===== src/rtl/core/tdfs_pkg.sv =====
// Shared types and constants for the triangle fragment depth shader core.
// No dependencies; used by every module under rtl/core.
package tdfs_pkg;

   localparam int SCREEN_WIDTH_DEF  = 1024;
   localparam int SCREEN_HEIGHT_DEF = 1024;

   localparam int DIFF_W = 17;               // coordinate differences
   localparam int ACC_W  = 40;               // edge functions and area
   localparam int PROD_W = ACC_W + DIFF_W;   // shared multiplier product
   localparam int DIV_W  = 54;               // divider numerator/denominator
   localparam int QUO_W  = 16;               // divider quotient

   localparam logic signed [16:0] QUO_OFFSET = 17'sd32768;
   localparam logic signed [16:0] FAR_DEPTH  = 17'sd16384;
   localparam logic signed [16:0] NEAR_DEPTH = -17'sd16384;
   localparam logic signed [16:0] COLOUR_MAX = 17'sd255;
   localparam logic [15:0]        FAR_WORD   = 16'h4000;

   typedef enum logic {
      OP_LOAD = 1'b0,
      OP_FRAG = 1'b1
   } op_type;

   typedef enum logic [1:0] {
      CH_DEPTH = 2'd0,
      CH_RED   = 2'd1,
      CH_GREEN = 2'd2,
      CH_BLUE  = 2'd3
   } chan_type;

   typedef struct packed {
      op_type             op;
      logic [1:0]         vertex_index;
      logic signed [15:0] vert_x;
      logic signed [15:0] vert_y;
      logic signed [15:0] vert_z;
      logic [7:0]         vert_red;
      logic [7:0]         vert_green;
      logic [7:0]         vert_blue;
      logic [9:0]         pixel_x;
      logic [9:0]         pixel_y;
   } item_type;

   typedef struct packed {
      logic pop;
      logic clearing;
   } ctl_type;

   typedef enum logic [3:0] {
      ST_CLEAR,
      ST_IDLE,
      ST_EDGE,
      ST_COVER,
      ST_MAC,
      ST_DSTART,
      ST_DWAIT,
      ST_MEMRD,
      ST_MEMCMP,
      ST_OUT
   } state_type;

endpackage


===== src/rtl/core/tdfs_front.sv =====
// Front end: takes request transactions, drops vertex loads to index three,
// and queues the rest for the back end. Depends on tdfs_pkg.
module tdfs_front (
   input  logic               clock,
   input  logic               reset,
   input  logic               req_valid,
   output logic               req_stall,
   input  tdfs_pkg::item_type req_item,
   input  tdfs_pkg::ctl_type  ctl,
   output logic               head_valid,
   output tdfs_pkg::item_type head
);

   tdfs_pkg::item_type q_ff [2];
   logic               wr_ptr_ff, wr_ptr_in;
   logic               rd_ptr_ff, rd_ptr_in;
   logic [1:0]         count_ff, count_in;
   logic               accept, keep, push, pop;

   assign req_stall  = (count_ff == 2'd2) || ctl.clearing;
   assign accept     = req_valid && !req_stall;
   assign keep       = (req_item.op == tdfs_pkg::OP_FRAG) || (req_item.vertex_index != 2'd3);
   assign push       = accept && keep;
   assign head_valid = (count_ff != 2'd0);
   assign pop        = ctl.pop && head_valid;
   assign head       = q_ff[rd_ptr_ff];

   always_comb begin
      wr_ptr_in = push ? !wr_ptr_ff : wr_ptr_ff;
      rd_ptr_in = pop ? !rd_ptr_ff : rd_ptr_ff;
      count_in  = count_ff + {1'b0, push} - {1'b0, pop};
   end

   always_ff @(posedge clock) begin
      if (reset) begin
         wr_ptr_ff <= 1'b0;
         rd_ptr_ff <= 1'b0;
         count_ff  <= 2'd0;
      end else begin
         wr_ptr_ff <= wr_ptr_in;
         rd_ptr_ff <= rd_ptr_in;
         count_ff  <= count_in;
      end
   end

   always_ff @(posedge clock) begin
      if (push) begin
         q_ff[wr_ptr_ff] <= req_item;
      end
   end

endmodule


===== config.mk =====
export PLATFORM = sky130hd
export DESIGN_NAME = tdfs_front
export DESIGN_NICKNAME = d
export VERILOG_FILES = /design/src/rtl/core/tdfs_pkg.sv /design/src/rtl/core/tdfs_front.sv
export SDC_FILE = /design/constraint.sdc
export NUM_CORES = 1
export LEC_CHECK = 0
export ABC_AREA = 1
export BUFFER_PORTS_ARGS = -buffer_cell sky130_fd_sc_hd__buf_2
export CELL_PAD_IN_SITES_DETAIL_PLACEMENT = 1
export CELL_PAD_IN_SITES_GLOBAL_PLACEMENT = 1
export CORE_AREA = 3 3 133 135
export DETAILED_ROUTE_END_ITERATION = 16
export DIE_AREA = 0 0 136 138
export PLACE_DENSITY = 0.85
export SYNTH_ARGS = -nofsm -noshare
export SYNTH_HDL_FRONTEND = slang
export SYNTH_SLANG_ARGS = --single-unit

===== constraint.sdc =====
create_clock -name clock -period 5.8 [get_ports clock]
set_input_delay 0.58 -clock clock [delete_from_list [all_inputs] [get_ports clock]]
set_output_delay 0.58 -clock clock [all_outputs]
set_load 0.005 [all_outputs]

==> impl_metrics.toml <==
[placement]
routabilityCongestion = 0.770
hpwl_um = 10600
port_buffers = 196

[layout]
layout-drive-gt1-share_pct = 59.0
nNetsFinal = 642
utilization_pct = 54.9
synthToLayoutAreaGrowth_pct = 24.5
fill_cells = 1551
antenna_cells_inserted = 0
layout_commonest_cell = "buf_2"
final_cell_mix = "buf_2 (196), edfxtp_1 (190), mux2_4 (50), mux2_2 (45), clkbuf_16 (17)"

[clock_network]
cts_root_buf = "clkbuf_16"
cts_tree = "built"
clock_latency_ns = 0.41
cts_hold_buf = 0
numCtsBuffers = 17
cts_sinks = 195
post_cts_resized = 0
cts_max_path_buffers = 2
postCtsSetupBuffers = 0
cts-htree-levels = 4
clk_pin_slew_worst_paths_ns = 0.07

[global_route]
grt_max_degree = 55
grt.overflow.total = 0
grt_pass1_wl_um = 22500
grt_pass1_vias = 4171
grt_usage_pct = 15.8
grt_antenna_before_repair = 0

[synth]
yosysSeqAreaShare_pct = 79.3
syn_nets = 435
synth_fa_ha_area_share_pct = 0.342
synth_top_family_by_area = "multiplexers"
syn-cell-area_um2 = 7320
synthMuxAreaShare_pct = 17.2
yosysWarnings = 0
ys_ff_latch = 195
avgSynthCellArea_um2 = 22.0
synth_compound_gate_area_share_pct = 0.308
synth_xor_area_share_pct = 0.120
synthSimpleGateAreaFrac_pct = 0.923
netlist_instances = 333
ys_types = 17

[detailed_routing]
drt-vias-per-instance = 4.83
route.vias.total = 3735
drt_iter0_drc = 168
drc = 0
wl_per_cell_um = 19.3
routed_wl_um = 14900
drtPass1Iterations = 4
ant_nets = 0

[power_and_ir_drop]
ir_drop_mv = 0.187
p_per_area_nw_per_um2 = 389
fin_total_pwr_uw = 3550
leakagePower_uw = 0.00348

[timing]
finalSetupViolations = 0
min_period_ns = 3.22
hold_viol_final = 0
finalClockSkew_ns = 0.0104
slew_headroom_pct = 15.6
fin_tns_setup_ns = 0
tightest_slew_ns = 1.26
rsz0062_at_grt = "false"
timing.final.max_slew_violations = 0
clock.fmax_ghz = 0.310
finalCritPeriodShare_pct = 55.6

[setup_path]
slowest_delay_ns = 0.91
crit_type = "reg2out"
crit_slowest_cell = "dfxtp_4"
path_cells = "buf_4, mux2_2, buf_2"
worstSetupStartpointType = "flop"
crit_fanout = 54
worstPathRequired_ns = 5.22
endpoint_kind = "output port"
arrival_ns = 2.64

[floorplan]
die_w_um = 136
initial_core_util_pct = 44.1
pin_count = 197
rows = 47
die_h_um = 138
dieArea_um2 = 18800
core-area_um2 = 16600

[status]
status = "finished clean"

[job]
cap_violations = 0

[worst_hold_path]
min_path_type = "in2reg"
-- worst paths after layout --
path	cells past startpoint	slack (ns)	startpoint	endpoint
worst min register to register	3	0.57	rd_ptr_ff$_SDFFE_PP0P_	flop
worst min-delay path	2	0.34	reset	count_ff[0]$_SDFF_PP0_
worst max register to register	5	3.18	count_ff[0]$_SDFF_PP0_	q_ff[0][45]$_DFFE_PP_
worst max-delay path	3	2.58	flop	head[20]
-- report_power, final --
part	switching (uW)	leakage (uW)	total [uW]	internal [uW]
Sequential	80.1	0.00178	1740	1660
Clock	480	0.000293	1160	679
Combinational	278	0.00141	649	371
-- stage by stage --
step | area (um^2) | setup WS (ns) | hold WS (ns) | instances
final | 9110 | 2.58 | 0.343 | 773
after detailed placement | 8520 | 2.91 | 0.541 | 741
after global placement | 8520 | 3.00 | 0.479 | 741
after CTS | 9110 | 2.50 | 0.316 | 773
after floorplan | 7320 | 0.389 | 0.467 | 333
after global routing | 9110 | 2.40 | 0.322 | 773
-- layout make-up --
cell class,count,area [um^2],area share [%]
Clock buffer,19,433,4.75
Clock inverter,13,158,1.73
Inverter,8,32.5,0.357
Multi-Input combinational cell,119,1390,15.2
Sequential cell,195,5810,63.8
Tap cell,220,275,3.02
Timing Repair Buffer,199,1020,11.1
-- synthesized netlist by cell type --
master	count	area, um^2
mux2_4	50	751
nand2_1	6	22.5
mux2_2	45	507
buf_8	1	15.0
a21oi_1	2	10.0
inv_1	8	30.0
and2_1	1	6.26
nor2_1	9	33.8
o21a_1	1	7.51
dfxtp_1	5	100
ha_1	2	25.0
o21ai_0	1	5.00
buf_6	6	67.6
nand3_1	1	5.00
buf_2	4	20.0
xnor2_1	1	8.76
edfxtp_1	190	5710
-- worst max-delay path, delay by kind of cell, from the launching register on --
| family | cells | cell delay [ns] |
|---|---|---|
| DFF | 1 | 0.91 |
| muxes | 1 | 0.42 |
| buffers and inverters | 2 | 0.87 |
-- sequential cells by signal (all words and copies together) (netlist names), named ones only --
signal and count:
q_ff 190, count_ff 2, rd_ptr_ff 1, wr_ptr_ff 1
-- per-layer routing --
metal	track usage (%)	routed length, um	vias up	part of all wire (%)
met4	4.03	119	0	0.80
met2	29.1	8160	139	55
met5	0	0	-	0
met3	5.12	1010	10	6.7
met1	17.5	5670	1873	38
li1	-	-	1713	-
-- logic make-up after synthesis --
| group | Yosys count |
|---|---|
| AOI/OAI and AO/OA | 4 |
| xor gates and xnor gates | 1 |
| adders and majority gates | 2 |
| buffers and inverters | 19 |
| DFF | 195 |
| muxes | 95 |
| and+or+nand+nor | 17 |
Note: power is estimated with default switching activity, not from simulation.
